`config.mk`:
```
export PLATFORM = sky130hd
export DESIGN_NAME = csv_stream_tokenizer_unit
export DESIGN_NICKNAME = d
export VERILOG_FILES = /design/src/hdl/csvt_pkg.sv /design/src/hdl/csv_stream_tokenizer_unit.sv /design/src/hdl/csvt_core.sv /design/src/hdl/csvt_out_fifo.sv
export SDC_FILE = /design/constraint.sdc
export NUM_CORES = 1
export LEC_CHECK = 0
export BUFFER_PORTS_ARGS = -buffer_cell sky130_fd_sc_hd__buf_2
export CAP_MARGIN = 0
export CORE_ASPECT_RATIO = 0.5
export CORE_MARGIN = 2
export CORE_UTILIZATION = 56
export DETAILED_ROUTE_END_ITERATION = 6
export GPL_TIMING_DRIVEN = 0
export PLACE_DENSITY_LB_ADDON = 0.08
export SETUP_SLACK_MARGIN = 0.1
export SYNTH_ARGS = -nofsm -noshare
export SYNTH_HDL_FRONTEND = slang
export SYNTH_HIERARCHICAL = 1
export SYNTH_SLANG_ARGS = --single-unit
export TNS_END_PERCENT = 50
```
`constraint.sdc`:
```
create_clock -name clk -period 7.5 [get_ports clk]
set_input_delay 1.5 -clock clk [delete_from_list [all_inputs] [get_ports clk]]
set_output_delay 1.5 -clock clk [all_outputs]
set_load 0.01 [all_outputs]
```
`src/hdl/csvt_pkg.sv`:
```
// ----------------------------------------------------------------------------
// csvt_pkg
// Types and constants shared by the CSV stream tokenizer modules.
// ----------------------------------------------------------------------------
package csvt_pkg;

  localparam int LINE_BITS_DEF = 32;
  localparam int ERR_LINE_W    = 32;

  localparam logic [7:0] CH_QUOTE = 8'h22;
  localparam logic [7:0] CH_COMMA = 8'h2C;
  localparam logic [7:0] CH_CR    = 8'h0D;
  localparam logic [7:0] CH_LF    = 8'h0A;

  typedef enum logic [1:0] {
    MODE_UNQ    = 2'd0,
    MODE_QUOTED = 2'd1,
    MODE_QPEND  = 2'd2,
    MODE_CLOSED = 2'd3
  } mode_t;

  typedef enum logic [2:0] {
    EV_BYTE   = 3'd0,
    EV_FIELD  = 3'd1,
    EV_RECORD = 3'd2,
    EV_ERROR  = 3'd3,
    EV_DONE   = 3'd4
  } ev_kind_t;

  typedef struct packed {
    ev_kind_t                kind;
    logic [7:0]              fbyte;
    logic [ERR_LINE_W-1:0]   line;
    logic                    last;
  } result_t;

  // results produced by one accepted item
  typedef struct packed {
    logic [1:0] n;
    result_t    r0;
    result_t    r1;
  } push_t;

endpackage

```
`src/hdl/csv_stream_tokenizer_unit.sv`:
```
// ----------------------------------------------------------------------------
// csv_stream_tokenizer_unit
// Streaming CSV tokenizer: bytes in, byte/field/record/error/done events out.
// ----------------------------------------------------------------------------
// Takes one text byte or end-of-text item per cycle and answers each with zero,
// one or two events; a byte's event is registered in the result queue. The
// parser state update is a single registered step, so with the output drained
// the block sustains one item per clock. Results pass through a three-entry
// queue, and in_ready is low whenever the queue holds two or more results, so
// an end of text that yields both end-of-record and done, or a stalled output,
// can hold the input. Line numbers count from 1 and saturate at LINE_BITS
// ones; error_line carries the low 32 bits.
module csv_stream_tokenizer_unit #(
  parameter int LINE_BITS = csvt_pkg::LINE_BITS_DEF
) (
  input  logic        clk,
  input  logic        rst_n,
  input  logic        in_valid,
  output logic        in_ready,
  input  logic        in_opcode,
  input  logic [7:0]  in_text_byte,
  output logic        out_valid,
  input  logic        out_ready,
  output logic [2:0]  out_event_kind,
  output logic [7:0]  out_field_byte,
  output logic [31:0] out_error_line,
  output logic        out_last_of_run
);
  import csvt_pkg::*;

  push_t   push;
  result_t head;
  logic    accept;

  assign accept = in_valid && in_ready;

  csvt_core #(
    .LINE_BITS (LINE_BITS)
  ) u_core (
    .clk       (clk),
    .rst_n     (rst_n),
    .accept    (accept),
    .opcode    (in_opcode),
    .text_byte (in_text_byte),
    .push      (push)
  );

  csvt_out_fifo u_fifo (
    .clk       (clk),
    .rst_n     (rst_n),
    .push      (push),
    .has_room  (in_ready),
    .out_valid (out_valid),
    .out_ready (out_ready),
    .out_data  (head)
  );

  assign out_event_kind  = head.kind;
  assign out_field_byte  = head.fbyte;
  assign out_error_line  = head.line;
  assign out_last_of_run = head.last;

endmodule

```
`src/hdl/csvt_core.sv`:
```
// ----------------------------------------------------------------------------
// csvt_core
// Parser state and per-byte decode; produces up to two results per item.
// ----------------------------------------------------------------------------
module csvt_core #(
  parameter int LINE_BITS = csvt_pkg::LINE_BITS_DEF
) (
  input  logic            clk,
  input  logic            rst_n,
  input  logic            accept,
  input  logic            opcode,
  input  logic [7:0]      text_byte,
  output csvt_pkg::push_t push
);
  import csvt_pkg::*;

  mode_t                mode_r, mode_nxt;
  logic                 touched_r, touched_nxt;
  logic                 nonempty_r, nonempty_nxt;
  logic                 prevcr_r, prevcr_nxt;
  logic                 err_r, err_nxt;
  logic [LINE_BITS-1:0] line_r, line_nxt;

  logic [LINE_BITS-1:0] line_inc;
  logic [ERR_LINE_W-1:0] line_out;
  logic                 crlf_tail;
  logic                 is_eol;

  assign line_inc  = (line_r != '1) ? line_r + 1'b1 : line_r;
  assign line_out  = ERR_LINE_W'(line_r);
  assign crlf_tail = prevcr_r && (text_byte == CH_LF);
  assign is_eol    = (text_byte == CH_CR) || (text_byte == CH_LF);

  always_ff @(posedge clk) begin
    if (!rst_n) begin
      mode_r     <= MODE_UNQ;
      touched_r  <= 1'b0;
      nonempty_r <= 1'b0;
      prevcr_r   <= 1'b0;
      err_r      <= 1'b0;
      line_r     <= LINE_BITS'(1);
    end else begin
      mode_r     <= mode_nxt;
      touched_r  <= touched_nxt;
      nonempty_r <= nonempty_nxt;
      prevcr_r   <= prevcr_nxt;
      err_r      <= err_nxt;
      line_r     <= line_nxt;
    end
  end

  always_comb begin
    mode_nxt     = mode_r;
    touched_nxt  = touched_r;
    nonempty_nxt = nonempty_r;
    prevcr_nxt   = prevcr_r;
    err_nxt      = err_r;
    line_nxt     = line_r;
    push         = '0;
    push.r0.kind = EV_BYTE;
    push.r1.kind = EV_BYTE;

    if (accept) begin
      if (opcode) begin
        if (!err_r) begin
          if (mode_r == MODE_QUOTED) begin
            push.n       = 2'd1;
            push.r0.kind = EV_ERROR;
            push.r0.line = line_out;
          end else if (touched_r || mode_r != MODE_UNQ) begin
            push.n       = 2'd2;
            push.r0.kind = EV_RECORD;
            push.r1.kind = EV_DONE;
          end else begin
            push.n       = 2'd1;
            push.r0.kind = EV_DONE;
          end
        end
        // end of text returns to the reset state
        mode_nxt     = MODE_UNQ;
        touched_nxt  = 1'b0;
        nonempty_nxt = 1'b0;
        prevcr_nxt   = 1'b0;
        err_nxt      = 1'b0;
        line_nxt     = LINE_BITS'(1);
      end else if (!err_r) begin
        prevcr_nxt = (text_byte == CH_CR);
        case (mode_r)
          MODE_UNQ: begin
            if (text_byte == CH_QUOTE) begin
              if (nonempty_r) begin
                push.n       = 2'd1;
                push.r0.kind = EV_ERROR;
                push.r0.line = line_out;
                err_nxt      = 1'b1;
              end else begin
                mode_nxt    = MODE_QUOTED;
                touched_nxt = 1'b1;
              end
            end else if (text_byte == CH_COMMA) begin
              push.n       = 2'd1;
              push.r0.kind = EV_FIELD;
              nonempty_nxt = 1'b0;
              touched_nxt  = 1'b1;
            end else if (is_eol) begin
              // lf of a crlf is swallowed
              if (!crlf_tail) begin
                if (touched_r) begin
                  push.n       = 2'd1;
                  push.r0.kind = EV_RECORD;
                end
                mode_nxt     = MODE_UNQ;
                touched_nxt  = 1'b0;
                nonempty_nxt = 1'b0;
                line_nxt     = line_inc;
              end
            end else begin
              push.n        = 2'd1;
              push.r0.kind  = EV_BYTE;
              push.r0.fbyte = text_byte;
              nonempty_nxt  = 1'b1;
              touched_nxt   = 1'b1;
            end
          end
          MODE_QUOTED: begin
            if (text_byte == CH_QUOTE) begin
              mode_nxt = MODE_QPEND;
            end else begin
              push.n        = 2'd1;
              push.r0.kind  = EV_BYTE;
              push.r0.fbyte = text_byte;
              if (text_byte == CH_CR || (text_byte == CH_LF && !crlf_tail)) begin
                line_nxt = line_inc;
              end
            end
          end
          default: begin
            if (text_byte == CH_QUOTE && mode_r == MODE_QPEND) begin
              push.n        = 2'd1;
              push.r0.kind  = EV_BYTE;
              push.r0.fbyte = CH_QUOTE;
              mode_nxt      = MODE_QUOTED;
            end else if (text_byte == CH_COMMA) begin
              push.n       = 2'd1;
              push.r0.kind = EV_FIELD;
              mode_nxt     = MODE_UNQ;
              nonempty_nxt = 1'b0;
            end else if (is_eol) begin
              if (touched_r) begin
                push.n       = 2'd1;
                push.r0.kind = EV_RECORD;
              end
              mode_nxt     = MODE_UNQ;
              touched_nxt  = 1'b0;
              nonempty_nxt = 1'b0;
              line_nxt     = line_inc;
            end else begin
              push.n       = 2'd1;
              push.r0.kind = EV_ERROR;
              push.r0.line = line_out;
              err_nxt      = 1'b1;
            end
          end
        endcase
      end
    end

    // flag the final result of this item
    push.r0.last = (push.n == 2'd1);
    push.r1.last = (push.n == 2'd2);
  end

endmodule

```
`src/hdl/csvt_out_fifo.sv`:
```
// ----------------------------------------------------------------------------
// csvt_out_fifo
// Three-entry result queue; takes up to two results per cycle, gives one.
// ----------------------------------------------------------------------------
module csvt_out_fifo (
  input  logic              clk,
  input  logic              rst_n,
  input  csvt_pkg::push_t   push,
  output logic              has_room,
  output logic              out_valid,
  input  logic              out_ready,
  output csvt_pkg::result_t out_data
);
  import csvt_pkg::*;

  localparam int DEPTH = 3;

  result_t    mem_r [DEPTH];
  logic [1:0] wr_r, wr_nxt;
  logic [1:0] rd_r, rd_nxt;
  logic [1:0] cnt_r, cnt_nxt;
  logic [1:0] wr_p1;
  logic       pop;

  function automatic logic [1:0] inc3(input logic [1:0] p);
    return (p == 2'(DEPTH - 1)) ? 2'd0 : p + 2'd1;
  endfunction

  // room for the worst case of two results
  assign has_room  = (cnt_r <= 2'd1);
  assign out_valid = (cnt_r != 2'd0);
  assign out_data  = mem_r[rd_r];
  assign pop       = out_valid && out_ready;
  assign wr_p1     = inc3(wr_r);

  always_comb begin
    case (push.n)
      2'd1:    wr_nxt = wr_p1;
      2'd2:    wr_nxt = inc3(wr_p1);
      default: wr_nxt = wr_r;
    endcase
    rd_nxt  = pop ? inc3(rd_r) : rd_r;
    cnt_nxt = cnt_r - {1'b0, pop} + push.n;
  end

  always_ff @(posedge clk) begin
    if (!rst_n) begin
      wr_r  <= 2'd0;
      rd_r  <= 2'd0;
      cnt_r <= 2'd0;
    end else begin
      wr_r  <= wr_nxt;
      rd_r  <= rd_nxt;
      cnt_r <= cnt_nxt;
    end
  end

  always_ff @(posedge clk) begin
    if (push.n != 2'd0) begin
      mem_r[wr_r] <= push.r0;
    end
    if (push.n == 2'd2) begin
      mem_r[wr_p1] <= push.r1;
    end
  end

endmodule

```
* Word level (Yosys, flattened, before mapping)
Memories as Yosys holds them, arrays and structs flattened. A register that Yosys moved wholly into a read port is not among the register bits. Cells that the tools add are included.
Storage, ports and cells: register bits 44, latch bits 0, RAM bits 132, memory bits (read-only) 0, input port bits 13, output and inout bits 46, word-level logic and storage cells 170, memories 1
Memory list:
- u_fifo.mem_r | words 3, bits a word 44, rd ports 1, clocked after Yosys merged registers in 1, wr ports 2, RTL line csvt_out_fifo.sv:18 | result_t mem_r [DEPTH];
Operators by class: add/sub/neg operators 6, $mul 0, div/mod/pow operators 0, $lt $le $gt $ge 1, eq/ne operators 31, shift-type cells 0, multiplexer cells 99, bitwise gates (word level) 0, reduce and logical (&&, ||, !) cells 23
Operator list (number):
- $mux W32 | 20
- $pmux W32 S2 | 2
- $mux W45 | 2
- $mux W5 | 9
- $add A32 B1 Y32 const B | 1
- $mux W2 | 16
- $mux W8 | 4
- $ne A32 B32 Y1 const B | 1
- $mux W1 | 29
- $pmux W13 S2 | 1
- $ne A3 B3 Y1 const B | 8
- $eq A8 B4 Y1 const B | 2
- $eq A8 B6 Y1 const B | 2
- $mux W4 | 4
- $reduce_and A8 Y1 | 2
- $mux W3 | 5
- $mux W12 | 1
- $reduce_and A11 Y1 | 1
- $eq A2 B2 Y1 const B | 5
- $ne A4 B3 Y1 const B | 2
- $ne A4 B4 Y1 const B | 2
- $pmux W2 S2 | 2
- $reduce_bool A2 Y1 | 4
- $reduce_and A7 Y1 | 1
- other kinds (20) | 34

* Logic depth before layout (Yosys ltp)
word-level depth 13, gate-level depth with buffers 13, gate-level depth less buffers 11

* Cells and area by module
The synthesis kept the hierarchy.
Modules (own cells, without submodules):
- csvt_out_fifo | times used 1, cells an instance 475, area an instance 7088.0 um^2, seq. area each 4124.0 um^2
- csvt_core | times used 1, cells an instance 409, area an instance 3088.0 um^2, seq. area each 760.7 um^2
- csv_stream_tokenizer_unit | times used 1, cells an instance 1, area an instance 6.3 um^2, seq. area each 0.0 um^2

* Least setup slack after synthesis
OpenSTA, ideal clock, no wires.
kind input -> register, start point in in_text_byte[0], end point mem u_fifo/mem_r[1][0] in the netlist's numbering (enable), data arrival time 6645 ps, required time 6988 ps, setup slack 343 ps, cell stages on the path 10, buffers on the path 0, cells stage by stage or3b_4 -> nor3_1 -> a21oi_1 -> a21o_1 -> o211ai_1 -> o21ai_0 -> inv_1 -> ha_1 -> nor2_1 -> a211oi_1
RTL lines:
- from (decl) | RTL line csv_stream_tokenizer_unit.sv:21 | input logic [7:0] in_text_byte,
- to (decl) | RTL line csvt_out_fifo.sv:18

==> flow_summary_export.csv <==
group,metric,value,unit
sta,rsz0062_at_grt,"no",
pwr,p_leak,4.64,nW
pwr,power.density,207,nW/um2
yosys,syn_area,10200,um2
routing,routedWlPerCell,19.4,um
clock_tree,cts_buffer_depth,2,
sta,tightest_slew,0.978,ns
run_status,status,"finished, final reports clean",
floorplan,fp.dieW,195,um
finish,post-route-cell-area,11700,um2
setup_path,endpoint_kind,"flop",
floorplan,start_util,0.580,
sta,fin_skew,0.0105,ns
setup_path,crit_fanout,14,
clock_tree,postCtsHoldBufs,0,
placement,numPortBuffers,58,
yosys,synth_top_area_share,0.389,
routing,drc,0,
clock_tree,ctsHtreeMaxLevel,4,
sta,post-route-min-period,5.31,ns
setup_path,critical_path_class,"in -> reg",
routing,viasPerCell,5.80,
grt,grt.overflow.total,0,
routing,firstDrtPassIters,5,
yosys,synthCells,885,
clock_tree,cts_root_buffer,"clkbuf_16",
routing,vias,7302,
setup_path,critPathRequiredTime,7.64,ns
clock_tree,cts_tree,"done",
yosys,synth_edf_count,132,
placement,placed_cell_area,11100,um2
finish,final_common_cell,"edfxtp_1",
yosys,avgSynthCellArea,11.5,um2
yosys,seq_area_frac_synth,0.480,
yosys,ys_warn_count,6,
sta,drv_slew,0,
finish,fin_cells,1258,
pwr,ir_drop,187,uV
yosys,synth_seq_cells,178,
grt,grt_max_degree,24,
setup_path,critPathArrivalTime,5.44,ns
grt,grt_pass1_vias,7239,
sta,hold_violations,0,
pwr,power,2.43,mW
sta,setup_ws,2.19,ns
floorplan,die_h,99.4,um
yosys,synthArstFlopShare,0,
yosys,synth.distinct_cells,76,
finish,nets,1027,
grt,grt_first_pass_wirelength,38700,um
clock_tree,clkTransAtPathRegs,0.07,ns
sta,fmax,188,MHz
sta,finalSetupViolCount,0,
placement,dp.cells,1225,
yosys,yosysTopAreaCell,"edfxtp_1",
finish,drive_gt1_frac,0.308,
routing,antenna_left,0,
hold_path,hold_class,"reg -> reg",
sta,min_period_over_period,0.708,
routing,routed_wl,24400,um
placement,place_hpwl,16600,um
placement,gp_congestion,0.965,
routing,drt_iter0_drc,612,
clock_tree,cts.sinks,178,
clock_tree,numCtsBuffers,17,
floorplan,rows,34,
finish,area_growth_syn_to_layout,14.9,%
setup_path,cp-start-kind,"input pin",
grt,track_usage,0.261,
sta,totalNegativeSetupSlack,0,ns
yosys,synth_area_leaders,"edfxtp_1 (39%), mux2_2 (10%), dfxtp_1 (9.0%)",
placement,place_ws,1.84,ns
run,cap_viol_max_count,0,
yosys,synth_ff_type,"edfxtp_1",
sta,max_slew_margin,0.343,
clock_tree,clock_latency,0.44,ns
grt,antenna_found_initial,0,
floorplan,dieArea,19300,um2
floorplan,ios,59,
finish,most-common-layout-cells,"edfxtp_1 (132), mux2_2 (90), nand2_1 (84)",
clock_tree,post_cts_buffers,0,
floorplan,coreArea,17600,um2
clock_tree,post_cts_resized,0,
## report_power, final
group	switching (mW)	internal, mW	total [mW]
Clock	0.392	0.572	0.963
Sequential	0.0151	1.12	1.14
Combinational	0.195	0.130	0.325
Total	0.602	1.83	2.43
## final cells by class
class,count,area (um2)
Multi-Input combinational cell,647,4810
Tap cell,234,293
Fill cell,1388,5870
Clock inverter,11,179
Antenna cell,1,2.50
Timing Repair Buffer,65,413
Buffer,93,644
Clock buffer,21,450
Sequential cell,178,4880
Inverter,8,30.0
## critical path: stages
cell      delay, ns
buf_2          0.14
or3b_4         0.45
nor3_1         0.80
a21oi_1        0.16
a21o_1         0.20
o211ai_1       0.11
o21ai_0        0.21
inv_1          0.14
ha_1           0.27
nand2_1        0.42
buf_2          0.39
o31ai_4        0.18
buf_8          0.25
buf_8          0.20
## metrics by stage
step,util,hold slack [ns]
finish,0.666,0.498
global route,0.666,0.509
CTS,0.666,0.499
detailed placement,0.630,0.488
global placement,0.621,0.477
floorplan,-,0.451
## flip-flops by register name, summed over array words and instances (netlist names), named ones only
register / cells
u_fifo/mem_r: 132
u_core/line_out: 32
u_core/mode_r: 2
u_fifo/cnt_r: 2
u_fifo/rd_r: 2
u_fifo/wr_r: 2
u_core/err_r: 1
u_core/nonempty_r: 1
u_core/prevcr_r: 1
u_core/touched_r: 1
## kinds of logic after synthesis
logic type | Yosys count | synth area share
multiplexers | 182 | 0.210
AND/OR/NAND/NOR | 268 | 0.145
buffers and inverters | 101 | 0.0662
flip-flops | 178 | 0.480
other | 1 | 0.000368
XOR/XNOR | 7 | 0.00602
AO/OA/AOI/OAI | 144 | 0.0884
adder cells (fa/ha/maj) | 4 | 0.00492
## layer usage
layer	wire length (um)	vias up	part of all wire	GRT usage
li1	-	3444	-	-
met1	11300	3574	0.46	0.357
met2	11100	254	0.46	0.424
met3	1500	30	0.062	0.0461
met4	406	0	0.017	0.0917
met5	0	-	0	0
## final timing paths
path                                    start                               end  slack [ns]  cells after the start
min          u_core/line_out[25]$_SDFFE_PN0P_  u_core/line_out[25]$_SDFFE_PN0P_        0.50                      2
min reg2reg  u_core/line_out[25]$_SDFFE_PN0P_  u_core/line_out[25]$_SDFFE_PN0P_        0.50                      2
max reg2reg        u_fifo/cnt_r[1]$_SDFF_PN0_     u_fifo/mem_r[0][19]$_DFFE_PP_        3.51                     12
max                           in_text_byte[0]     u_fifo/mem_r[0][19]$_DFFE_PP_        2.19                     14
## synth_stat cells, types with 4 or more instances
| cell | count |
|---|---|
| a31oi_1 | 5 |
| nand4_1 | 10 |
| xnor2_1 | 6 |
| clkbuf_1 | 26 |
| buf_6 | 7 |
| and3_1 | 5 |
| buf_4 | 43 |
| and2_1 | 42 |
| or4_1 | 9 |
| o21ai_0 | 60 |
| nand2b_1 | 12 |
| a21boi_0 | 5 |
| nor3_1 | 9 |
| edfxtp_1 | 132 |
| mux2_4 | 39 |
| inv_1 | 8 |
| nor4_1 | 6 |
| ha_1 | 4 |
| o31ai_1 | 9 |
| mux2i_1 | 50 |
| nor2_1 | 33 |
| nand3_1 | 14 |
| mux2_2 | 90 |
| dfxtp_1 | 46 |
| a21oi_1 | 28 |
| nand2_1 | 85 |
| buf_12 | 4 |
| or3_1 | 11 |
| buf_2 | 13 |
No activity file was read; power rests on OpenSTA's default activity.
